[src/rtl/a2d_pkg.sv]
// Shared constants, angle table and stage control type for the atan2 degrees unit.
`default_nettype none
package a2d_pkg;

   localparam int ZFRAC   = 24;
   localparam int ZW      = 35;
   localparam int TAB_LEN = 24;
   localparam int OUT_W   = 17;

   localparam logic [29:0] ATAN_TAB [0:TAB_LEN-1] = '{
      30'd754974720, 30'd445687602, 30'd235489088, 30'd119537938,
      30'd60000934,  30'd30029717,  30'd15018523,  30'd7509720,
      30'd3754917,   30'd1877466,   30'd938734,    30'd469367,
      30'd234684,    30'd117342,    30'd58671,     30'd29335,
      30'd14668,     30'd7334,      30'd3667,      30'd1833,
      30'd917,       30'd458,       30'd229,       30'd115
   };

   localparam logic signed [ZW-1:0] Z_HALF_TURN = ZW'(180) <<< ZFRAC;
   localparam logic signed [ZW-1:0] Z_FULL_TURN = ZW'(360) <<< ZFRAC;

   typedef struct packed {
      logic valid;
      logic zero;
   } a2d_ctl_type;

endpackage
`default_nettype wire

[src/rtl/a2d_prerot.sv]
// Input stage: sign extension, half-plane pre-rotation and scaling.
`default_nettype none
module a2d_prerot #(
   parameter int INPUT_WIDTH = 16,
   parameter int DW          = 43
) (
   input  wire                          clock,
   input  wire                          reset,
   input  wire                          req_valid,
   input  wire signed [INPUT_WIDTH-1:0] req_x_in,
   input  wire signed [INPUT_WIDTH-1:0] req_y_in,
   output logic                         up_en,
   input  wire                          down_en,
   output a2d_pkg::a2d_ctl_type         ctl_out,
   output logic signed [DW-1:0]         x_out,
   output logic signed [DW-1:0]         y_out,
   output logic signed [a2d_pkg::ZW-1:0] z_out
);
   import a2d_pkg::*;

   a2d_ctl_type           ctl_ff, ctl_in;
   logic signed [DW-1:0]  x_ff, x_in, y_ff, y_in;
   logic signed [ZW-1:0]  z_ff, z_in;
   logic signed [DW-1:0]  xe, ye, xn, yn;
   logic                  neg;
   logic                  en;

   assign en    = !ctl_ff.valid || down_en;
   assign up_en = en;

   always_comb begin
      xe           = DW'(req_x_in);
      ye           = DW'(req_y_in);
      neg          = req_x_in[INPUT_WIDTH-1];
      xn           = neg ? -xe : xe;
      yn           = neg ? -ye : ye;
      x_in         = xn <<< ZFRAC;
      y_in         = yn <<< ZFRAC;
      z_in         = neg ? Z_HALF_TURN : '0;
      ctl_in.valid = req_valid;
      ctl_in.zero  = (req_x_in == '0) && (req_y_in == '0);
   end

   always_ff @(posedge clock) begin
      if (reset) begin
         ctl_ff <= '0;
      end else if (en) begin
         ctl_ff <= ctl_in;
      end
   end

   always_ff @(posedge clock) begin
      if (en) begin
         x_ff <= x_in;
         y_ff <= y_in;
         z_ff <= z_in;
      end
   end

   assign ctl_out = ctl_ff;
   assign x_out   = x_ff;
   assign y_out   = y_ff;
   assign z_out   = z_ff;

   // A zero vector must leave this stage with all components cleared.
   a_zero_vector: assert property (@(posedge clock) disable iff (reset)
      (ctl_ff.valid && ctl_ff.zero) |-> (x_ff == '0 && y_ff == '0 && z_ff == '0))
      else $error("zero vector carries non-zero components");

endmodule
`default_nettype wire

[config.mk]
export PLATFORM = sky130hd
export DESIGN_NAME = a2d_prerot
export DESIGN_NICKNAME = d
export VERILOG_FILES = /design/src/rtl/a2d_pkg.sv /design/src/rtl/a2d_prerot.sv
export SDC_FILE = /design/constraint.sdc
export NUM_CORES = 1
export LEC_CHECK = 0
export CORE_ASPECT_RATIO = 1.1
export CORE_UTILIZATION = 26
export DETAILED_ROUTE_END_ITERATION = 8
export DONT_BUFFER_PORTS = 1
export PLACE_DENSITY = 0.46
export SKIP_CTS_REPAIR_TIMING = 1
export SLEW_MARGIN = 10
export SYNTH_ARGS = -nofsm -noshare
export SYNTH_HDL_FRONTEND = slang
export SYNTH_SLANG_ARGS = --single-unit
[constraint.sdc]
create_clock -name clock -period 5.24 [get_ports clock]
set_clock_uncertainty 0.15 [all_clocks]
set_input_delay 0.786 -clock clock [delete_from_list [all_inputs] [get_ports clock]]
set_output_delay 0.786 -clock clock [all_outputs]
set_load 0.01 [all_outputs]
# Word-level counts from Yosys, hierarchy flattened
# Cells that the tools add are included.
# W data, S select, Z words.
classes:
  add_sub_neg: 2
  mux: 3
  reduce_logical: 5
ops:
  columns: ["cell", "count"]
  rows:
  - ["$neg A16 Y19", 2]
  - ["$logic_not A16 Y1", 2]
  - ["$mux W32", 1]
  - ["$mux W19", 1]
  - ["$mux W15", 1]
  - ["$logic_and A1 B1 Y1", 1]
  - ["$logic_not A1 Y1", 1]
  - ["$logic_or A1 B1 Y1", 1]
totals:
  register_bits: 75
  inputBits: 36
  output_inout_bits: 124

# Logic depth before layout (Yosys ltp)
# Gate-level depths: netlist of the first run.
logic_depth:
  depth_word: 2
  mapped_depth: 5

# Worst setup path before layout of the first run
# No wires, ideal clock.
synth_path:
  kind: "input to output"
  from: "input port down_en"
  to: "output port up_en"
  arrival_ns: 1.863
  required_ns: 4.304
  slack_ns: 2.441
  cell_stages: 1
  path_buffers: 0
  cell_sequence: "nand2b_1"
synth_between:
  elab_chain_cells: 1
synth_rtl:
  columns: ["element", "line_no", "source"]
  rows:
  - ["from (decl)", "a2d_prerot.sv:13", "input wire down_en,"]
  - ["$logic_or A1 B1 Y1", "a2d_prerot.sv:28", "assign en = !ctl_ff.valid || down_en;"]
  - ["to (decl)", "a2d_prerot.sv:12", "output logic up_en,"]
# No other way between the ends.

# Final worst setup path of the first run
# Ends and elaborated chain as after synthesis.

==> results of run 1 <==
## logic make-up after synthesis
| group | count (synthesis) | synth area share (%) |
|---|---|---|
| and+or+nand+nor | 41 | 10.8 |
| AOI/OAI and AO/OA | 24 | 7.11 |
| muxes | 1 | 0.382 |
| other | 1 | 0.143 |
| adders and majority gates | 2 | 0.954 |
| DFF | 41 | 46.2 |
| buffers and inverters | 93 | 25.1 |
| xor gates and xnor gates | 28 | 9.35 |
## metal layers
layer / GRT usage, % / wire, um / share of wire, %
met1: 7.74 / 1580 / 36
met2: 13.4 / 2150 / 49
met3: 4.42 / 578 / 13
met4: 5.30 / 104 / 2.4
met5: 0 / 0 / 0
## flip-flops by register name, indices dropped and copies added (netlist names)
register,cells
z_out,1
ctl_out,2
y_out,19
x_out,19
## layout make-up
| class | count | area, sq um |
|---|---|---|
| clock buffers | 6 | 72.6 |
| multi-input cells | 178 | 1060 |
| inverters | 7 | 26.3 |
| flip-flops and latches | 41 | 1210 |
| fillers | 1027 | 7320 |
| well taps | 120 | 150 |
| clock inverters | 1 | 3.75 |
## worst paths after layout
path                                 start         end
worst max-delay path               down_en       up_en
worst min-delay path                 reset  ctl_out[1]
worst max register to register  ctl_out[1]  ctl_out[0]
worst min register to register  ctl_out[1]  ctl_out[0]
## power by group through the flow
stage	Clock, W	Combinational (W)	Sequential (W)
global route	0.000214	0.0000826	0.000435
global placement	0	0.0000722	0.000441
detailed placement	0	0.0000728	0.000441
floorplan	0	0.000116	0.000434
finish	0.000191	0.0000734	0.000433
CTS	0.000203	0.0000730	0.000434
## placed cells by master, fill, tap and decap left out, types with 2 or more instances in the layout
| cell | count |
|---|---|
| a21oi_1 | 5 |
| clkbuf_8 | 5 |
| conb_1 | 82 |
| dfxtp_1 | 2 |
| edfxtp_1 | 39 |
| ha_1 | 2 |
| inv_1 | 6 |
| nand2_1 | 15 |
| nand2b_1 | 2 |
| nand3_1 | 2 |
| nor2_1 | 4 |
| nor4_1 | 2 |
| nor4_4 | 3 |
| o21ai_1 | 8 |
| o31ai_1 | 7 |
| o41ai_2 | 2 |
| or4_4 | 2 |
| xnor2_1 | 27 |
## stage by stage
step | hold slack (ns) | utilization [%] | worst slack, ns | power [W] | instances
3_5_place_dp | 0.434 | 24.9 | 2.67 | 0.000514 | 346
5_1_grt | 0.383 | 25.6 | 2.60 | 0.000732 | 353
6_report | 0.398 | 25.6 | 2.71 | 0.000698 | 353
2_1_floorplan | 0.347 | - | 2.44 | 0.000550 | 312
3_3_place_gp | 0.449 | 24.9 | 2.68 | 0.000513 | 346
4_1_cts | 0.383 | 25.6 | 2.66 | 0.000710 | 353
==> impl_results.md, run 1 <==
* Pre-antenna DRT Iters at 6
* VDD IR max at 78.9 uV
* CP arrival at 1.59 ns
* CP startpoint kind: input port
* R2R Setup Slk at 3.32 ns
* Post-synth EDFFs at 39
* Largest net degree at the start of global routing at 43
* PD cells at 276 mW/mm^2
* WP buf/inv at 0
* Crit path max fanout at 42
* Worst relative slew slack at 28.7%
* Worst path depth at 1
* Setup TNS at 0 ns
* Cell type with the highest aggregate area in the netlist: edfxtp_1
* Initial Utilization at 26.6%
* Post-Synthesis Cells at 231
* Root Buffer: clkbuf_8
* Reg2reg path depth at 4
* Clk network pwr share at 27.4%
* Core area at 0.00984 sq mm
* Finished Cell Area at 0.00252 sq mm
* Unrepaired setup endpoints after global routing: false
* Clk buf depth at 2
* Final Cycle Share at 48.3%
* Initial DRC count at 112
* Slew Limit Fails at 0
* Die area at 0.0105 sq mm
* Clock Pin Slew Worst Setup and Hold Paths at 0.08 ns
* CTS buffer count at 5
* Vias at 1369
* Setup Viol. Count Final at 0
* Antenna diode count at 0
* CP cell instances: nand2b_2
* Syn Area/Cell at 11.4 sq um
* Routed len/inst at 12.5 um
* Commonest cells post-synth: buf_4, edfxtp_1, xnor2_1
* Fraction of registers with async set/reset at 0%
* PortBufs at 0
* Synthesis warning total at 0
* Switch Pwr at 0.000182 W
* Critical Path RT at 4.30 ns
* First-pass GRT wire length at 6.15 mm
* Synthesized area at 0.00262 sq mm
* Count leader, synth: buf_4
* Synth Flop Type: edfxtp_1
* Die X at 97.8 um
* Worst hold path depth at 1
* DP Area at 0.00245 sq mm
* P_int at 0.000516 W
* Nets at 271
* Area grow syn2layout at -3.77%
* Setup CP Type: input port to output port
* Gp weighted congestion at 0.725
* Initial antenna violation count at 0
* Die height at 107 um
* Remaining Overflow, GRT at 0
* Cell family with most CP delay: simple AND/OR/NAND/NOR gates
* CTS H-tree depth at 2
* Dpl hpwl at 3.35 mm
* Sw frac at 26.0%
* Post-route ant nets at 0
* Seq/Total Area, Yosys at 46.2%
* # rows at 38
* Fraction of layout cells with a size suffix above 1 at 8.15%
* Comb pwr share at 10.5%
* Worst-Skew Late Latency at 0.29 ns
* Synth Register Bits at 41
* Post-synth top area share at 44.7%
* Vias in the first global route at 1104
* Worst-margin pin slew at 1.07 ns
* Failing checks: DRC
* Slowest stage delay, CP at 0.81 ns
* Status: complete, but fails checks
* Pleak at 0.969 nW
* DRC Markers at 16
* CTS tree: yes
* Clock period minus worst slack at 2.53 ns
* CTS sink cnt at 41
* Slowest cell on crit path: nand2b_2
* Global Route Usage Sum at 8.07%
* Final Hold Fails at 0
* Reg power frac at 62.0%
* Io pins at 160
* Max_cap viols at 0
* Count of distinct cell types in the synthesized netlist at 35
* Synth top area cells: edfxtp_1, buf_4, xnor2_1, nor4_4, nand2_1
* CP endpoint kind: output port
* Final WL at 4.41 mm
* Fmax at 395 MHz
* Post-DR vias/cell at 3.88
* HP Class: input port to flip-flop
(Power assumes the default switching activity.)
==> inputs of run 2 (changes only) <==
Settings changed: PLACE_DENSITY 0.46 to 0.48.
Clock period 5.24 ns to 2 ns, I/O delays scaled along.
==> run 2 against run 1 <==
- the flow still finishes with violations (DRC)
- sequential cell count is the same
- final area increased by 4.1%
- combinational power grew to 2.8 times the previous value
==> impl_results.md, run 2 (synthesized netlist as in run 1, its figures left out) <==
* Gp weighted congestion at 0.707
* CP endpoint kind: flip-flop
* Reg2reg path depth at 4
* Fraction of layout cells with a size suffix above 1 at 9.17%
* Initial antenna violation count at 0
* CP startpoint kind: flip-flop
* Initial Utilization at 26.6%
* Commonest non-fill, non-tap cells in the layout: conb_1, edfxtp_1, xnor2_1, nand2_1, o21ai_1
* Failing checks: DRC
* Final Cycle Share at 74.0%
* Setup Viol. Count Final at 0
* VDD IR max at 218 uV
* Status: complete, but fails checks
* Setup CP Type: flip-flop to flip-flop
* Area grow syn2layout at 0.191%
* First-pass GRT wire length at 6.75 mm
* DRC Markers at 18
* Initial DRC count at 100
* Critical Path RT at 2.09 ns
* WP buf/inv at 0
* Fillers at 1029
* CTS sink cnt at 41
* Vias at 1430
* Clk buf depth at 2
* Pleak at 1.01 nW
* Final Hold Fails at 0
* CTS H-tree depth at 2
* Worst-Skew Late Latency at 0.30 ns
* Pre-antenna DRT Iters at 6
* Antenna diode count at 0
* Die X at 97.8 um
* Post-route ant nets at 0
* Core area at 0.00984 sq mm
* Nets at 277
* CP arrival at 1.57 ns
* Most common cell after layout, fill and taps aside: conb_1
* Final WL at 4.76 mm
* Vias in the first global route at 1200
* Largest net degree at the start of global routing at 36
* Hold_sp: down_en
* FF-to-FF End: ctl_out[0]
* PD cells at 766 mW/mm^2
* Crit path max fanout at 12
* Die area at 0.0105 sq mm
* Root Buffer: clkbuf_8
* Fmax at 675 MHz
* Post-DR vias/cell at 3.97
* Slowest cell on crit path: dfxtp_1
* Io pins at 160
* Cell family with most CP delay: simple AND/OR/NAND/NOR gates
* Worst r2r src: ctl_out[1]
* Routed len/inst at 13.2 um
* Dpl hpwl at 3.57 mm
* Max_cap viols at 0
* CP cell instances: nand2b_2, nor3b_1, nand4_1, a21oi_1
* Remaining Overflow, GRT at 0
* PortBufs at 0
* CTS buffer count at 5
* Global Route Usage Sum at 8.69%
* Die height at 107 um
* Setup TNS at 0 ns
* Unrepaired setup endpoints after global routing: false
* Hold Path End: ctl_out[0]
* Clock period minus worst slack at 1.48 ns
* Worst hold path depth at 2
* # rows at 38
* R2R Setup Slk at 0.52 ns
* Hold Slack at 0.0270 ns
* Clock Pin Slew Worst Setup and Hold Paths at 0.09 ns
* Slew Limit Fails at 0
* Slowest stage delay, CP at 0.38 ns
* CTS tree: yes
* HP Class: input port to flip-flop
run 2: cell types whose count changed in the layout (fill, tap and decap cells not counted), sizes merged:
cell         before  now
dlygate4sd3       0    5
buf               0    1
bufinv            0    1
clkbuf            6    5
clkinvlp          0    1
run 2: layer usage:
metal  track usage (%)  vias up  share of wire [%]
met5                 0        -                  0
met3              3.57        6                 12
met4              5.09        0                2.0
met2              13.6      118                 48
li1                  -      647                  -
met1              10.0      659                 38
run 2: area by class of cell:
cell class | instances | area [sq um] | area share [%]
clock buffer | 5 | 68.8 | 2.62
tap | 120 | 150 | 5.71
timing repair buffer | 6 | 70.1 | 2.67
inverter | 7 | 26.3 | 1.00
clock inverter | 3 | 41.3 | 1.57
sequential | 41 | 1210 | 46.1
multi-input combinational | 178 | 1060 | 40.3
run 2: worst reg2reg max path, stage by stage, from the launching register on:
cell and delay (ns):
dfxtp_1 0.38, nand2b_2 0.32, nor3b_1 0.23, nand4_1 0.17, a21oi_1 0.17
run 2: per-stage QoR:
| stage | std cells | setup WS, ns | utilization [%] | area [sq um] | power [W] |
|---|---|---|---|---|---|
| floorplan | 312 | 0.388 | - | 2930 | 0.00144 |
| global placement | 347 | 0.283 | 25.1 | 2470 | 0.00135 |
| detailed placement | 347 | 0.262 | 25.1 | 2470 | 0.00135 |
| CTS | 355 | 0.420 | 26.2 | 2580 | 0.00205 |
| global route | 360 | 0.349 | 26.7 | 2630 | 0.00212 |
| finish | 360 | 0.519 | 26.7 | 2630 | 0.00201 |
run 2: worst max path at each step:
stage / from / slack, ns / end / cells after the start
floorplan: down_en / 0.39 / ctl_out[0] / 4
CTS: ctl_out[1] / 0.42 / ctl_out[0] / 4
global placement: req_y_in[11] / 0.28 / ctl_out[0] / 4
global route: ctl_out[1] / 0.35 / ctl_out[0] / 4
finish: ctl_out[1] / 0.52 / ctl_out[0] / 4
detailed placement: req_y_in[7] / 0.26 / y_out[39] / 4
run 2: power breakdown:
part / leakage, nW / total [W] / switching [W] / internal (W)
logic: 0.539 / 0.000208 / 0.000132 / 0.0000762
registers: 0.422 / 0.00113 / 0.0000824 / 0.00105
clock network: 0.0518 / 0.000672 / 0.000305 / 0.000368
total: 1.01 / 0.00201 / 0.000519 / 0.00149
==> inputs of run 3 (changes only) <==
Settings changed: ABC_AREA set to 1, PLACE_DENSITY 0.48 to 0.46.
Clock period 2 ns to 1.44 ns, I/O delays scaled along.
==> run 3 against run 2 <==
- the run ends with hold timing, setup timing left
- register-to-register slack got worse by 0.43 ns
- global-route usage is 0.19 points higher
- clock power increased by 85%
- via count rose by 23%
- final cell count rose by 33%
- die area rose by 6.1%
==> impl_results.md, run 3 <==
* Routed len/inst at 10.7 um
* # rows at 39
* Worst r2r src: ctl_out[1]
* Post-DR vias/cell at 3.68
* Synth top area cells: edfxtp_1, buf_4, nand2_1, xor2_1, inv_1
* Vias at 1757
* Post-synth top area share at 42.0%
* Clk buf depth at 2
* Count of distinct cell types in the synthesized netlist at 28
* Status: complete, but fails checks
* Cell type with the highest aggregate area in the netlist: edfxtp_1
* Failing checks: hold timing, setup timing
* Pre-CTS setup slack at -0.00336 ns
* Antenna diode count at 0
* Slew Limit Fails at 0
* Synth Flop Type: edfxtp_1
* Synthesized area at 0.00279 sq mm
* Commonest cells post-synth: buf_4, nand2_1, edfxtp_1
* Post-route ant nets at 0
* Hold Slack at -0.0288 ns
* CP startpoint kind: flip-flop
* Finished Cell Area at 0.00306 sq mm
* Area grow syn2layout at 9.88%
* Clock Pin Slew Worst Setup and Hold Paths at 0.06 ns
* CTS buffer count at 5
* Initial Utilization at 26.8%
* Final Cycle Share at 105%
* Initial DRC count at 59
* Io pins at 160
* Die X at 101 um
* Setup Viol. Count Final at 1
* Final Hold Fails at 4
* Commonest non-fill, non-tap cells in the layout: conb_1, nand2_1, edfxtp_1, inv_1, xor2_1
* Critical Path RT at 1.07 ns
* PD cells at 1040 mW/mm^2
* Seq/Total Area, Yosys at 43.5%
* Synth Register Bits at 41
* DRC Markers at 0
* Final WL at 5.14 mm
* CTS sink cnt at 41
* Most common cell after layout, fill and taps aside: conb_1
* Critical Path Source: ctl_out[1]
* Crit path max fanout at 6
* Syn Area/Cell at 9.02 sq um
* Largest net degree at the start of global routing at 41
* Post-Synthesis Cells at 309
* Fmax at 659 MHz
* Max_cap viols at 0
* Unrepaired setup endpoints after global routing: true
* PortBufs at 0
* Pleak at 1.42 nW
* Die height at 111 um
* Synthesis warning total at 0
* CP endpoint kind: output port
* Final Util at 29.5%
* Worst-Skew Late Latency at 0.28 ns
* Gp weighted congestion at 0.731
* DP Area at 0.00270 sq mm
* Remaining Overflow, GRT at 0
* Nets at 373
* Root Buffer: clkbuf_16
* Clock period minus worst slack at 1.52 ns
* Core area at 0.0104 sq mm
* Post-synth EDFFs at 39
* Fraction of registers with async set/reset at 0%
* Dpl hpwl at 3.74 mm
* Initial antenna violation count at 0
* Setup CP Type: flip-flop to output port
* Pre-antenna DRT Iters at 4
* HP Class: input port to flip-flop
* Final setup margin at -0.0781 ns
* Vias in the first global route at 1473
* Setup TNS at -0.0781 ns
* First-pass GRT wire length at 7.58 mm
* CTS H-tree depth at 2
* CTS tree: yes
* CP arrival at 1.15 ns
* VDD IR max at 421 uV
* Hold_sp: req_y_in[15]
* Die area at 0.0111 sq mm
* Global Route Usage Sum at 8.88%
* Fraction of layout cells with a size suffix above 1 at 15.5%
* Count leader, synth: buf_4
==> run 3: changes by cell type in the layout (fill, tap and decap cells not counted), sizes merged, moves of 10 or more <==
cell   before  now
nand2      15   66
nand3       3   13
nor2        4   24
inv         7   35
xnor2      27    1
buf         1   11
xor2        1   19
==> run 3: power breakdown <==
group	switching (W)	internal (W)	total [W]
sequential	0.000106	0.00145	0.00156
clock	0.000432	0.000804	0.00124
combinational	0.000258	0.000133	0.000390
total	0.000796	0.00239	0.00319
==> run 3: path summary, 6_finish.rpt <==
check,slack (ns),end,cells past startpoint
hold reg to reg,0.38,ctl_out[0],2
setup / recovery,-0.08,up_en,5
hold / removal,-0.03,y_out[39],2
setup reg to reg,0.09,x_out[31],5
==> run 3: worst max-delay path, cell delays in order, from the launching register on <==
cell and delay, ns:
dfxtp_2 0.33, inv_2 0.04, nor2_4 0.10, clkinvlp_4 0.13, buf_12 0.15, buf_6 0.11
==> run 3: routing by layer <==
layer | track usage, % | up-vias | share of wire (%)
met5 | 0 | - | 0
met4 | 3.48 | 0 | 1.5
met3 | 2.72 | 7 | 9.4
met2 | 15.0 | 114 | 48
met1 | 10.4 | 778 | 41
li1 | - | 858 | -
==> run 3: layout make-up <==
class	count	area, sq um
inverters	36	139
clock buffers	5	125
clock inverters	2	35.0
multi-input cells	228	1120
repair buffers	23	249
well taps	143	179
flip-flops and latches	41	1210
fillers	1108	7330
==> run 3: per-stage QoR <==
stage	hold slack [ns]	power, W	instances
finish	-0.0288	0.00319	478
global route	0.000654	0.00333	478
CTS	-0.174	0.00318	460
detailed placement	0.132	0.00193	453
global placement	0.130	0.00192	453
floorplan	0.128	0.00203	390
==> run 3: logic make-up after synthesis <==
kind of cell	synth area share (%)
AO/OA/AOI/OAI	2.60
adder cells (fa/ha/maj)	0.898
flip-flops	43.5
AND/OR/NAND/NOR	18.9
other	0.135
buffers and inverters	27.4
XOR/XNOR	6.56
