--- src/rtl/a2d_pkg.sv ---
// Shared constants, angle table and stage control type for the atan2 degrees unit.
`default_nettype none
package a2d_pkg;

   localparam int ZFRAC   = 24;
   localparam int ZW      = 35;
   localparam int TAB_LEN = 24;
   localparam int OUT_W   = 17;

   localparam logic [29:0] ATAN_TAB [0:TAB_LEN-1] = '{
      30'd754974720, 30'd445687602, 30'd235489088, 30'd119537938,
      30'd60000934,  30'd30029717,  30'd15018523,  30'd7509720,
      30'd3754917,   30'd1877466,   30'd938734,    30'd469367,
      30'd234684,    30'd117342,    30'd58671,     30'd29335,
      30'd14668,     30'd7334,      30'd3667,      30'd1833,
      30'd917,       30'd458,       30'd229,       30'd115
   };

   localparam logic signed [ZW-1:0] Z_HALF_TURN = ZW'(180) <<< ZFRAC;
   localparam logic signed [ZW-1:0] Z_FULL_TURN = ZW'(360) <<< ZFRAC;

   typedef struct packed {
      logic valid;
      logic zero;
   } a2d_ctl_type;

endpackage
`default_nettype wire

--- src/rtl/a2d_post.sv ---
// Output stages: fold into a full turn, round to the output fraction and wrap.
`default_nettype none
module a2d_post #(
   parameter int FRAC_BITS = 8
) (
   input  wire                                clock,
   input  wire                                reset,
   input  a2d_pkg::a2d_ctl_type               ctl_up,
   input  wire signed [a2d_pkg::ZW-1:0]       z_up,
   output logic                               up_en,
   output logic                               rsp_valid,
   input  wire                                rsp_stall,
   output logic [a2d_pkg::OUT_W-1:0]          rsp_angle_deg
);
   import a2d_pkg::*;

   localparam int UW = ZW - 1;
   localparam int SH = ZFRAC - FRAC_BITS;
   localparam int RW = UW - SH;
   localparam logic [UW-1:0] HALF     = UW'(1) << (SH - 1);
   localparam logic [UW-1:0] FULL_U   = UW'(Z_FULL_TURN);
   localparam logic [RW-1:0] FULL_OUT = RW'(360) << FRAC_BITS;

   logic                  v1_ff, v2_ff, v3_ff;
   logic [UW-1:0]         z1_ff, z1_in, sum;
   logic [RW-1:0]         r2_ff, r2_in, r3_ff, r3_in;
   logic signed [ZW-1:0]  zf;
   logic                  en1, en2, en3;

   assign en3   = !v3_ff || !rsp_stall;
   assign en2   = !v2_ff || en3;
   assign en1   = !v1_ff || en2;
   assign up_en = en1;

   always_comb begin
      zf = z_up[ZW-1] ? z_up + Z_FULL_TURN : z_up;
      if (zf[ZW-1] || ctl_up.zero) begin
         z1_in = '0;
      end else begin
         z1_in = UW'(zf);
      end
      sum   = z1_ff + HALF;
      r2_in = RW'(sum >> SH);
      r3_in = (r2_ff >= FULL_OUT) ? r2_ff - FULL_OUT : r2_ff;
   end

   always_ff @(posedge clock) begin
      if (reset) begin
         v1_ff <= 1'b0;
         v2_ff <= 1'b0;
         v3_ff <= 1'b0;
      end else begin
         if (en1) begin
            v1_ff <= ctl_up.valid;
         end
         if (en2) begin
            v2_ff <= v1_ff;
         end
         if (en3) begin
            v3_ff <= v2_ff;
         end
      end
   end

   always_ff @(posedge clock) begin
      if (en1) begin
         z1_ff <= z1_in;
      end
      if (en2) begin
         r2_ff <= r2_in;
      end
      if (en3) begin
         r3_ff <= r3_in;
      end
   end

   assign rsp_valid     = v3_ff;
   assign rsp_angle_deg = OUT_W'(r3_ff);

   a_fold_range: assert property (@(posedge clock) disable iff (reset)
      v1_ff |-> (z1_ff < FULL_U))
      else $error("folded angle outside one turn");

   a_wrap_range: assert property (@(posedge clock) disable iff (reset)
      v3_ff |-> (r3_ff < FULL_OUT))
      else $error("rounded angle not wrapped below a full turn");

endmodule
`default_nettype wire

--- config.mk ---
export PLATFORM = sky130hd
export DESIGN_NAME = a2d_post
export DESIGN_NICKNAME = d
export VERILOG_FILES = /design/src/rtl/a2d_pkg.sv /design/src/rtl/a2d_post.sv
export SDC_FILE = /design/constraint.sdc
export NUM_CORES = 1
export LEC_CHECK = 0
export CORE_MARGIN = 10
export CORE_UTILIZATION = 60
export CTS_CLUSTER_DIAMETER = 200
export DETAILED_ROUTE_END_ITERATION = 8
export DONT_BUFFER_PORTS = 1
export PLACE_DENSITY = 0.76
export SYNTH_ARGS = -nofsm -noshare
export SYNTH_HDL_FRONTEND = slang
export SYNTH_SLANG_ARGS = --single-unit
--- constraint.sdc ---
create_clock -name clock -period 1.96 [get_ports clock]
set_clock_uncertainty 0.2 [all_clocks]
set_input_delay 0.196 -clock clock [delete_from_list [all_inputs] [get_ports clock]]
set_output_delay 0.196 -clock clock [all_outputs]
set_load 0.02 [all_outputs]
# ---- Yosys cells after proc, flatten, opt, wreduce, memory -nomap -nowiden
# Index checks and enable logic that the tools add are counted.
dict set report classes {
  addsub 3
  multipliers 0
  n_div 0
  magnitude_cmp 1
  eq_ne 0
  n_shift 0
  n_mux 2
  bitwise_logic 0
  reduce_logical 8
}
# op n
set ops {}
lappend ops {{35-bit by 34-bit adder with 35-bit output (second input constant)} 1}
lappend ops {{35-bit two-way mux} 1}
lappend ops {{34-bit by 16-bit adder with 34-bit output (second input constant)} 1}
lappend ops {{18-bit by 17-bit >= comparator with 1-bit output (second input constant)} 1}
lappend ops {{17-bit two-way mux} 1}
lappend ops {{17-bit subtractor (second input constant)} 1}
lappend ops {{1-bit logical NOT} 4}
lappend ops {{1-bit logical OR} 4}
dict set report totals {
  reg_bits 72
  latchBits 0
  ramBits 0
  romBits 0
  in_bits 40
  elab_cells 20
  n_memories 0
}

# ---- Longest topological paths before layout
# Gate-level depths: netlist of the first run.
dict set report logic_depth {
  ltp_word 4
  mapped_depth 5
  mapped_depth_nobuf 5
}

# ---- Worst setup path after synthesis of the first run
# Ideal clock, no wire load.
dict set report synth_path {
  path_kind {register -> register}
  from {register v3_ff (netlist: rsp_valid)}
  to {register z1_ff[15] (enable)}
  setup_time_ns 0.434
  arrival_time_ns 1.144
  required_ns 1.326
  path_slack_ns 0.182
  path_stages_with_launch 3
  synth_period_minus_slack_ns 1.778
  path_cell_list {dfxtp_1 -> and3_1 -> nand2_1}
}
dict set report synth_via {
  elab_chain_len 4
}
# element line_no
set synth_lines {}
lappend synth_lines {{from (decl)} a2d_post.sv:24} ;# logic v1_ff, v2_ff, v3_ff;
lappend synth_lines {{from (signal assigned)} a2d_post.sv:60} ;# v3_ff <= v2_ff;
lappend synth_lines {{1-bit logical NOT} a2d_post.sv:30} ;# assign en3 = !v3_ff || !rsp_stall;
lappend synth_lines {{1-bit logical OR} a2d_post.sv:30}
lappend synth_lines {{1-bit logical OR} a2d_post.sv:31} ;# assign en2 = !v2_ff || en3;
lappend synth_lines {{1-bit logical OR} a2d_post.sv:32} ;# assign en1 = !v1_ff || en2;
lappend synth_lines {{via up_en} a2d_post.sv:10} ;# output logic up_en,
lappend synth_lines {{to (signal assigned)} a2d_post.sv:67} ;# z1_ff <= z1_in;
lappend synth_lines {{to (decl)} a2d_post.sv:25} ;# logic [UW-1:0] z1_ff, z1_in, sum;
# The timed path passes the listed nets, and every way through them passes these cells.
# A chain may end at the register's enable or synchronous reset.

# ---- Final worst setup path of the first run
dict set report layout_path {
  from {input port z_up[34] (netlist bit)}
  to {register z1_ff[30], data pin}
}
dict set report layout_via {
  elab_chain_len 3
}
# element line_no
set layout_lines {}
lappend layout_lines {{from (decl)} a2d_post.sv:9} ;# input wire signed [a2d_pkg::ZW-1:0] z_up,
lappend layout_lines {{35-bit by 34-bit adder with 35-bit output} a2d_post.sv:36} ;# zf = z_up[ZW-1] ? z_up + Z_FULL_TURN : z_up;
lappend layout_lines {{35-bit two-way mux (*)} a2d_post.sv:36}
lappend layout_lines {{1-bit logical OR} a2d_post.sv:37} ;# if (zf[ZW-1] || ctl_up.zero) begin
# Every way passes the cells marked *; elsewhere a longest branch is shown, timed or not.

==> results of run 1 <==
layer usage:
layer	up-vias	wire length (um)	GRT usage, %
li1	714	-	-
met1	660	1670	12.7
met2	51	2350	23.0
met3	6	329	6.09
met4	0	70	7.91
met5	-	0	0
sequential cells by signal, indices dropped and copies added, names as in the netlist:
name,flops
z1_ff,19
rsp_valid,1
v2_ff,1
r2_ff,18
v1_ff,1
r3_ff,17
final timing paths:
path / slack (ns) / endpoint / start / cells after the start
max: 0.11 / z1_ff[30] / z_up[34] / 6
max reg2reg: 0.14 / r2_ff[13] / z1_ff[15] / 5
min reg2reg: 0.22 / r3_ff[9] / r2_ff[9] / 0
min: 0.04 / v2_ff / rsp_stall / 3
power by group through the flow:
stage          sequential (mW)  combinational (mW)  clock, mW
6_report                  1.52               0.170       1.31
5_1_grt                   1.53               0.189       1.39
4_1_cts                   1.52               0.163       1.32
3_5_place_dp              1.55               0.109          0
3_3_place_gp              1.54               0.103          0
2_1_floorplan             1.53              0.0925          0
worst register-to-register path: stages (launching register included):
cell and delay (ns):
edfxtp_1 0.39, ha_1 0.21, nand4_1 0.18, nor3_2 0.27, nand4_1 0.16, xnor2_1 0.16
cell usage after synthesis, types with 2 or more instances:
master	instances
a21oi_1	5
and2_1	2
and2_4	10
and3_1	3
dfxtp_1	3
edfxtp_1	54
ha_1	3
inv_1	8
mux2i_1	2
nand2_1	9
nand2b_1	2
nand3_1	8
nand4_1	2
nor2_1	14
nor3_1	3
o21ai_0	2
o31ai_1	2
xnor2_1	17
xor2_1	6
layout make-up:
type | count | area share, %
clock buffer | 9 | 4.00
clock inverter | 7 | 3.84
inverter | 9 | 1.09
multi-input combinational | 106 | 24.3
sequential | 57 | 54.4
tap | 50 | 2.02
timing repair buffer | 33 | 10.4
through the flow:
| stage | cells | power (mW) |
|---|---|---|
| 3_5_place_dp | 226 | 1.66 |
| 6_report | 271 | 3.01 |
| 2_1_floorplan | 173 | 1.63 |
| 3_3_place_gp | 226 | 1.65 |
| 4_1_cts | 271 | 3.01 |
| 5_1_grt | 271 | 3.11 |
kinds of logic (layout without fill, tap and decap cells):
kind of cell | after synthesis | in the layout | synth area share (%)
buf+inv | 10 | 58 | 1.82
flops | 57 | 57 | 68.1
mux | 2 | 2 | 0.810
fa+ha+maj | 3 | 3 | 1.52
compound gates | 18 | 18 | 5.22
simple gates | 60 | 60 | 14.4
xor+xnor | 23 | 23 | 8.15
timing repair:
| item | in CTS | in global routing |
|---|---|---|
| endpoints found under the hold margin | 22 | 0 |
| hold buffers | 29 | 0 |
| resized for setup | 0 | 2 |
| endpoints found under the setup margin | 0 | 13 |
| buffers inserted | 0 | 0 |
==> metrics.csv, run 1 <==
stage,metric,value,unit
grt,initial antenna violation count,0,
synthesis,area share of the largest cell type after synthesis,65.6,%
status,outcome,"finished, final reports clean",
floorplanning,Top-Level Pins,59,
power,Clock power frac,43.7,%
detailed_routing,DRT Pass-1 Iters,4,
critical_path,Crit Path Max Fanout,6,
placement,dpl hpwl,2.77,mm
grt,largest net degree at the start of global routing,21,
synthesis,most area-hungry cell type in the Yosys netlist,edfxtp_1,
worst_hold_path,class of the tightest hold or removal check,in2reg,
cts,CTS Buf Count,9,
run,Max Cap Violations,0,
power,internal power,2.37,mW
grt,Total GRT Usage,13.3,%
power,LEAKAGE,1.25,nW
sta,Hold Worst Slack,0.0392,ns
power,Comb power frac,5.6,%
floorplanning,Row Count,23,
grt,vias in the first global route,1577,
placement,number of I/O port buffers,0,
critical_path,WP data arrival,1.73,ns
sta,Final Hold Fails,0,
critical_path,"Cell Chain, Critical Path",dlygate4sd3_1 > inv_2 > a211oi_2 > xnor2_1 > dlygate4sd3_1 > nor2_1,
detailed_routing,Antenna Nets Post-Route,0,
grt,first-pass GRT wire length,7.43,mm
critical_path,slowest CP cell,dlygate4sd3_1,
cells_and_area,Seq. cell area,0.00168,sq mm
synthesis,Async SR Flop Fraction,0,%
sta,RSZ-0062 raised after global routing,no,
critical_path,Worst path max stage delay,0.57,ns
cts,clock slew at reported path FFs,0.07,ns
placement,DP Worst Slack,0.188,ns
critical_path,"Req. time, crit path",1.84,ns
synthesis,Post-Syn Instances,173,
power,switch share,21.0,%
cells_and_area,most frequent cells in the layout,"edfxtp_1 (54), dlygate4sd3_1 (29), xnor2_1 (17)",
power,PD cells,972,mW/mm^2
detailed_routing,drc violations,0,
detailed_routing,routed len/inst,16.3,um
power,Sw Pwr,631,uW
placement,placed inst area,0.00255,sq mm
floorplanning,Die Span Y,84.2,um
cells_and_area,Final #Nets,259,
synthesis,Synth Net Count,216,
sta,final setup fails,0,
sta,Max Freq,541,MHz
grt,grt ovf,0,
sta,final worst slack,0.112,ns
synthesis,Synth area leaders,"edfxtp_1 (66%), xnor2_1 (6.0%), and2_4 (3.5%)",
synthesis,sequential share of the synthesized area,68.1,%
critical_path,crit start category,primary input,
sta,final slew viol count,0,
synthesis,Synth Cell Area,0.00247,sq mm
cells_and_area,n_diodes,0,
cells_and_area,Area Growth Syn to Fin,25.2,%
synthesis,syn avg cell area,14.3,sq um
placement,routability cong.,0.764,
synthesis,YS warnings,0,
cts,CTS Sinks,57,
floorplanning,core area,0.00400,sq mm
sta,setup tns final,0,ns
sta,Max-slew headroom,71.2,%
sta,worst-margin pin slew,0.431,ns
cells_and_area,"Design Area, Final",0.00309,sq mm
critical_path,CP most frequent cell,dlygate4sd3_1,
floorplanning,Die X,84.2,um
floorplanning,die area,0.00709,sq mm
cells_and_area,Multi-input gate area,752,sq um
power,worst ir drop on vdd,0.000536,V
floorplanning,Initial Util,61.8,%
detailed_routing,DR iter-0 viols,56,
sta,min cycle time layout,1.85,ns
critical_path,Crit. End Element,flop,
cts,CTS max path bufs,2,
synthesis,Yosys cell types,37,
sta,Tcrit/Tclk final,94.3,%
cells_and_area,final core occ,77.3,%
critical_path,WP buf/inv,3,
detailed_routing,vias per cell,5.28,
cts,Skew-Pair Late Insertion Delay,0.33,ns
critical_path,Crit Path Class,in2reg,
cells_and_area,Layout fillers,216,
synthesis,number of synthesized register bits,57,
critical_path,crit-path leading delay family,buffers and inverters,
cts,root buffer cell,clkbuf_8,
cells_and_area,"most common cell after layout, fill and taps aside",edfxtp_1,
synthesis,main flop type after synthesis,edfxtp_1,
cells_and_area,share of layout cells above drive strength 1,17.2,%
detailed_routing,final WL,4.42,mm
synthesis,Post-synth EDFFs,54,
cts,TritonCTS clock tree,done,
power,Seq pwr share,50.6,%
detailed_routing,vias,1431,
cts,htree depth,3,
Note: power is estimated with default switching activity, not from simulation.
==> inputs of run 2 (changes only) <==
Settings changed: GPL_TIMING_DRIVEN from default to 0, PLACE_DENSITY 0.76 to default, PLACE_DENSITY_LB_ADDON from default to 0.3, TNS_END_PERCENT from default to 20.
==> metrics.csv, run 2 (synthesis results as in run 1) <==
stage,metric,value,unit
power,Sw Pwr,577,uW
sta,setup tns final,0,ns
critical_path,worst r2r src,z1_ff[16],
detailed_routing,drc violations,0,
floorplanning,core area,0.00400,sq mm
floorplanning,Die X,84.2,um
floorplanning,Initial Util,61.8,%
cells_and_area,Top reg by flops,z1_ff,
critical_path,Crit. End Element,flop,
grt,first-pass GRT wire length,6.75,mm
cells_and_area,most frequent cells in the layout,"edfxtp_1 (54), dlygate4sd3_1 (27), xnor2_1 (17)",
power,PD cells,858,mW/mm^2
power,internal power,1.98,mW
detailed_routing,DR iter-0 viols,66,
placement,number of I/O port buffers,0,
grt,Total GRT Usage,11.8,%
floorplanning,Row Count,23,
worst_hold_path,Hold Startpoint,z_up[29],
critical_path,"Req. time, crit path",1.83,ns
sta,Max-slew headroom,56.0,%
floorplanning,Top-Level Pins,59,
critical_path,Crit Path Class,reg2reg,
cts,CTS max path bufs,2,
placement,dpl hpwl,2.73,mm
critical_path,Crit Path Max Fanout,4,
power,LEAKAGE,1.21,nW
cells_and_area,Layout fillers,227,
power,total power,2.55,mW
power,switch share,22.6,%
cells_and_area,share of layout cells above drive strength 1,15.3,%
detailed_routing,vias,1421,
detailed_routing,final WL,4.00,mm
cts,CTS Buf Count,9,
worst_hold_path,class of the tightest hold or removal check,in2reg,
critical_path,crit start category,flop,
cts,htree depth,3,
detailed_routing,Antenna Nets Post-Route,0,
detailed_routing,routed len/inst,15.0,um
cts,CTS Sinks,57,
grt,largest net degree at the start of global routing,21,
cells_and_area,max reg flops,19,
sta,min cycle time layout,1.81,ns
grt,grt ovf,0,
detailed_routing,DRT Pass-1 Iters,4,
sta,final slew viol count,0,
grt,initial antenna violation count,0,
power,worst ir drop on vdd,0.000609,V
cts,Skew-Pair Late Insertion Delay,0.32,ns
critical_path,Crit. Startpoint,z1_ff[16],
placement,placed inst area,0.00253,sq mm
grt,vias in the first global route,1487,
floorplanning,Die Span Y,84.2,um
power,Comb power frac,6.2,%
status,outcome,"finished, final reports clean",
sta,RSZ-0062 raised after global routing,no,
cells_and_area,"Design Area, Final",0.00297,sq mm
cts,TritonCTS clock tree,done,
floorplanning,die area,0.00709,sq mm
cells_and_area,Final #Nets,254,
cells_and_area,largest registers,"z1_ff (19), r2_ff (18), r3_ff (17)",
run,Max Cap Violations,0,
sta,worst-margin pin slew,0.659,ns
cts,root buffer cell,clkbuf_8,
placement,routability cong.,0.731,
detailed_routing,vias per cell,5.34,
power,Clock power frac,34.1,%
cells_and_area,Area Growth Syn to Fin,20.4,%
sta,final setup fails,0,
sta,Final Hold Fails,0,
critical_path,WP data arrival,1.68,ns
sta,Tcrit/Tclk final,92.3,%
cells_and_area,n_diodes,0,
cts,clock slew at reported path FFs,0.06,ns
cells_and_area,"most common cell after layout, fill and taps aside",edfxtp_1,
sta,Max Freq,553,MHz
power,Seq pwr share,59.7,%
## run 2: metal layers
| layer | wire (um) | track usage [%] |
|---|---|---|
| met4 | 110 | 7.91 |
| met3 | 363 | 6.57 |
| met2 | 1920 | 18.2 |
| met1 | 1600 | 12.0 |
| met5 | 0 | 0 |
## run 2: repair_timing
item / in CTS / in global routing
resized for setup: 1 / 1
hold endpoints to repair: 22 / 0
hold buffers: 27 / 0
setup endpoints to repair: 20 / 1
pin swaps: 0 / 0
buffers inserted: 0 / 0
## run 2: worst paths after layout
check / end / slack [ns] / cells after the start
setup / recovery: r2_ff[13] / 0.15 / 5
hold / removal: z1_ff[30] / 0.03 / 3
setup reg to reg: r2_ff[13] / 0.15 / 5
hold reg to reg: r3_ff[1] / 0.22 / 0
## run 2: stage by stage
stage | util [%] | instances | hold WS [ns] | worst slack [ns]
global route | 74.4 | 266 | 0.0405 | 0.0315
floorplan | - | 173 | 0.0684 | 0.182
CTS | 74.2 | 266 | 0.0105 | 0.0735
detailed placement | 63.3 | 223 | 0.0723 | -0.0408
finish | 74.4 | 266 | 0.0253 | 0.151
global placement | 63.3 | 223 | 0.0687 | 0.00687
## run 2: area by class of cell
type                       instances  area (sq um)  share of cell area [%]
timing repair buffer              27           270                    9.09
tap                               50          62.6                    2.10
buffer                             1          11.3                   0.379
clock inverter                     6          35.0                    1.18
multi-input combinational        106           752                    25.3
clock buffer                      10           128                    4.29
inverter                           9          33.8                    1.14
sequential                        57          1680                    56.5
## run 2: power by group through the flow
stage	Sequential, mW	Combinational [mW]	Clock [mW]
after floorplan	1.53	0.0925	0
after global placement	1.54	0.103	0
after detailed placement	1.55	0.109	0
after CTS	1.52	0.158	0.901
after global routing	1.53	0.177	0.967
final	1.52	0.159	0.870
## run 2: critical path, stage by stage (launching register included)
cell and delay [ns]:
edfxtp_1 0.38, ha_1 0.21, nand4_1 0.19, nor3_2 0.28, nand4_1 0.15, xnor2_1 0.14
==> inputs of run 3 (changes only) <==
Settings changed: CORE_MARGIN 10 to 2, REMOVE_ABC_BUFFERS from default to 1.
==> metrics.csv, run 3 (synthesis results as in run 1) <==
stage,metric,value,unit
status,outcome,"finished, final reports clean",
critical_path,Crit. End Element,output port,
detailed_routing,final WL,3.83,mm
critical_path,critical path depth,2,
critical_path,worst r2r src,z1_ff[16],
cells_and_area,most frequent cells in the layout,"edfxtp_1 (54), dlygate4sd3_1 (26), xnor2_1 (17)",
critical_path,worst r2r dst,r2_ff[13],
critical_path,worst reg2reg setup slack,0.17,ns
sta,final setup fails,0,
cts,clock slew at reported path FFs,0.06,ns
sta,Max-slew headroom,56.5,%
critical_path,"Req. time, crit path",1.56,ns
critical_path,crit path capture,up_en,
critical_path,WP data arrival,1.47,ns
sta,Hold Worst Slack,0.0323,ns
cells_and_area,"most common cell after layout, fill and taps aside",edfxtp_1,
placement,number of I/O port buffers,0,
power,worst ir drop on vdd,0.000466,V
sta,Max Freq,537,MHz
sta,Tcrit/Tclk final,95.1,%
critical_path,Worst Reg-to-Reg Cells,5,
detailed_routing,vias per cell,5.49,
floorplanning,Die Span Y,68.2,um
critical_path,crit-path leading delay family,simple AND/OR/NAND/NOR gates,
detailed_routing,drc violations,0,
critical_path,Crit Path Class,reg2out,
cells_and_area,Non-Filler Instances,263,
grt,grt ovf,0,
critical_path,Crit Path Max Fanout,20,
sta,final slew viol count,0,
cells_and_area,share of layout cells above drive strength 1,14.6,%
placement,dpl hpwl,2.48,mm
grt,largest net degree at the start of global routing,21,
placement,placed cells,222,
sta,Final Hold Fails,0,
cts,CTS Buf Count,9,
critical_path,slowest CP cell,dfxtp_1,
floorplanning,die area,0.00465,sq mm
floorplanning,Die X,68.2,um
cells_and_area,n_diodes,0,
critical_path,"Cell Chain, Critical Path",and3_1 > nand2_2,
cells_and_area,max reg flops,19,
sta,worst-margin pin slew,0.650,ns
critical_path,WP buf/inv,0,
grt,first-pass GRT wire length,6.48,mm
floorplanning,Row Count,23,
grt,Total GRT Usage,20.0,%
cells_and_area,Area Growth Syn to Fin,20.2,%
cells_and_area,Final #Nets,252,
sta,min cycle time layout,1.86,ns
power,LEAKAGE,1.21,nW
floorplanning,Initial Util,62.2,%
cells_and_area,Top reg by flops,z1_ff,
cts,CTS Sinks,57,
worst_hold_path,class of the tightest hold or removal check,in2reg,
critical_path,crit start category,flop,
power,PD cells,895,mW/mm^2
sta,RSZ-0062 raised after global routing,no,
floorplanning,Top-Level Pins,59,
cts,htree depth,3,
cells_and_area,largest registers,"z1_ff (19), r2_ff (18), r3_ff (17)",
detailed_routing,vias,1443,
grt,initial antenna violation count,0,
floorplanning,core area,0.00397,sq mm
cts,TritonCTS clock tree,done,
run,Max Cap Violations,0,
detailed_routing,DRT Pass-1 Iters,7,
detailed_routing,routed len/inst,14.6,um
cts,Post-CTS Setup Bufs,0,
critical_path,Worst path max stage delay,0.49,ns
critical_path,Crit. Startpoint,rsp_valid,
cts,root buffer cell,clkbuf_8,
power,total power,2.66,mW
detailed_routing,DR iter-0 viols,100,
detailed_routing,Antenna Nets Post-Route,0,
cts,CTS max path bufs,2,
cts,Skew-Pair Late Insertion Delay,0.32,ns
grt,vias in the first global route,1473,
cells_and_area,final core occ,74.8,%
placement,routability cong.,0.805,
run 3: changes by cell type in the layout (fill, tap and decap cells not counted):
| cell | previous run | this run |
|---|---|---|
| nor2b_2 | 0 | 1 |
| bufinv_16 | 0 | 1 |
| nor2b_1 | 1 | 0 |
| nor3_4 | 0 | 1 |
| nor3_2 | 1 | 0 |
| buf_6 | 1 | 0 |
| clkinvlp_4 | 2 | 0 |
| dlygate4sd3_1 | 27 | 26 |
| nand2_2 | 0 | 1 |
| clkinv_2 | 4 | 3 |
| clkbuf_1 | 1 | 2 |
| nand2_4 | 1 | 0 |
run 3: timing repair:
item,in CTS,in global routing
gates resized for setup,1,2
hold buffers,26,0
endpoints found under the hold margin,22,0
endpoints found under the setup margin,20,13
run 3: power by group:
group | leakage [nW] | switching [mW] | internal (mW)
Clock | 0.0929 | 0.408 | 0.573
Combinational | 0.460 | 0.0613 | 0.0963
Sequential | 0.662 | 0.0929 | 1.43
Total | 1.21 | 0.562 | 2.10
run 3: per-layer routing:
layer	global-route usage (%)	part of all wire, %	vias to the layer above
li1	-	-	706
met1	21.2	38	680
met2	34.6	55	48
met3	6.91	4.9	9
met4	11.3	1.9	0
met5	0	0	-
run 3: worst min-delay path: stages:
cell     delay (ns)
inv_2          0.08
a21oi_1        0.05
nor2_1         0.10
run 3: how the worst min path moves through the flow:
stage | startpoint | to | slack (ns) | cells past startpoint
after detailed placement | reset | v2_ff | 0.07 | 1
after global routing | z_up[34] | z1_ff[32] | 0.04 | 3
after global placement | reset | rsp_valid | 0.07 | 1
final | z_up[34] | z1_ff[32] | 0.03 | 3
after CTS | z_up[34] | z1_ff[32] | 0.02 | 3
after floorplan | reset | rsp_valid | 0.07 | 1
run 3: final cells by class:
class / instances / area, sq um
Multi-Input combinational cell: 106 / 756
Fill cell: 245 / 1000
Inverter: 9 / 33.8
Clock inverter: 4 / 45.0
Clock buffer: 11 / 131
Timing Repair Buffer: 26 / 260
Sequential cell: 57 / 1680
Tap cell: 50 / 62.6
run 3: per-stage QoR:
step / instance area (sq um) / setup TNS (ns) / setup WS (ns)
3_5_place_dp: 2520 / -0.910 / -0.0484
6_report: 2970 / 0 / 0.0965
3_3_place_gp: 2520 / 0 / 0.00596
2_1_floorplan: 2460 / 0 / 0.182
4_1_cts: 2960 / 0 / 0.0764
5_1_grt: 2970 / 0 / 0.0111
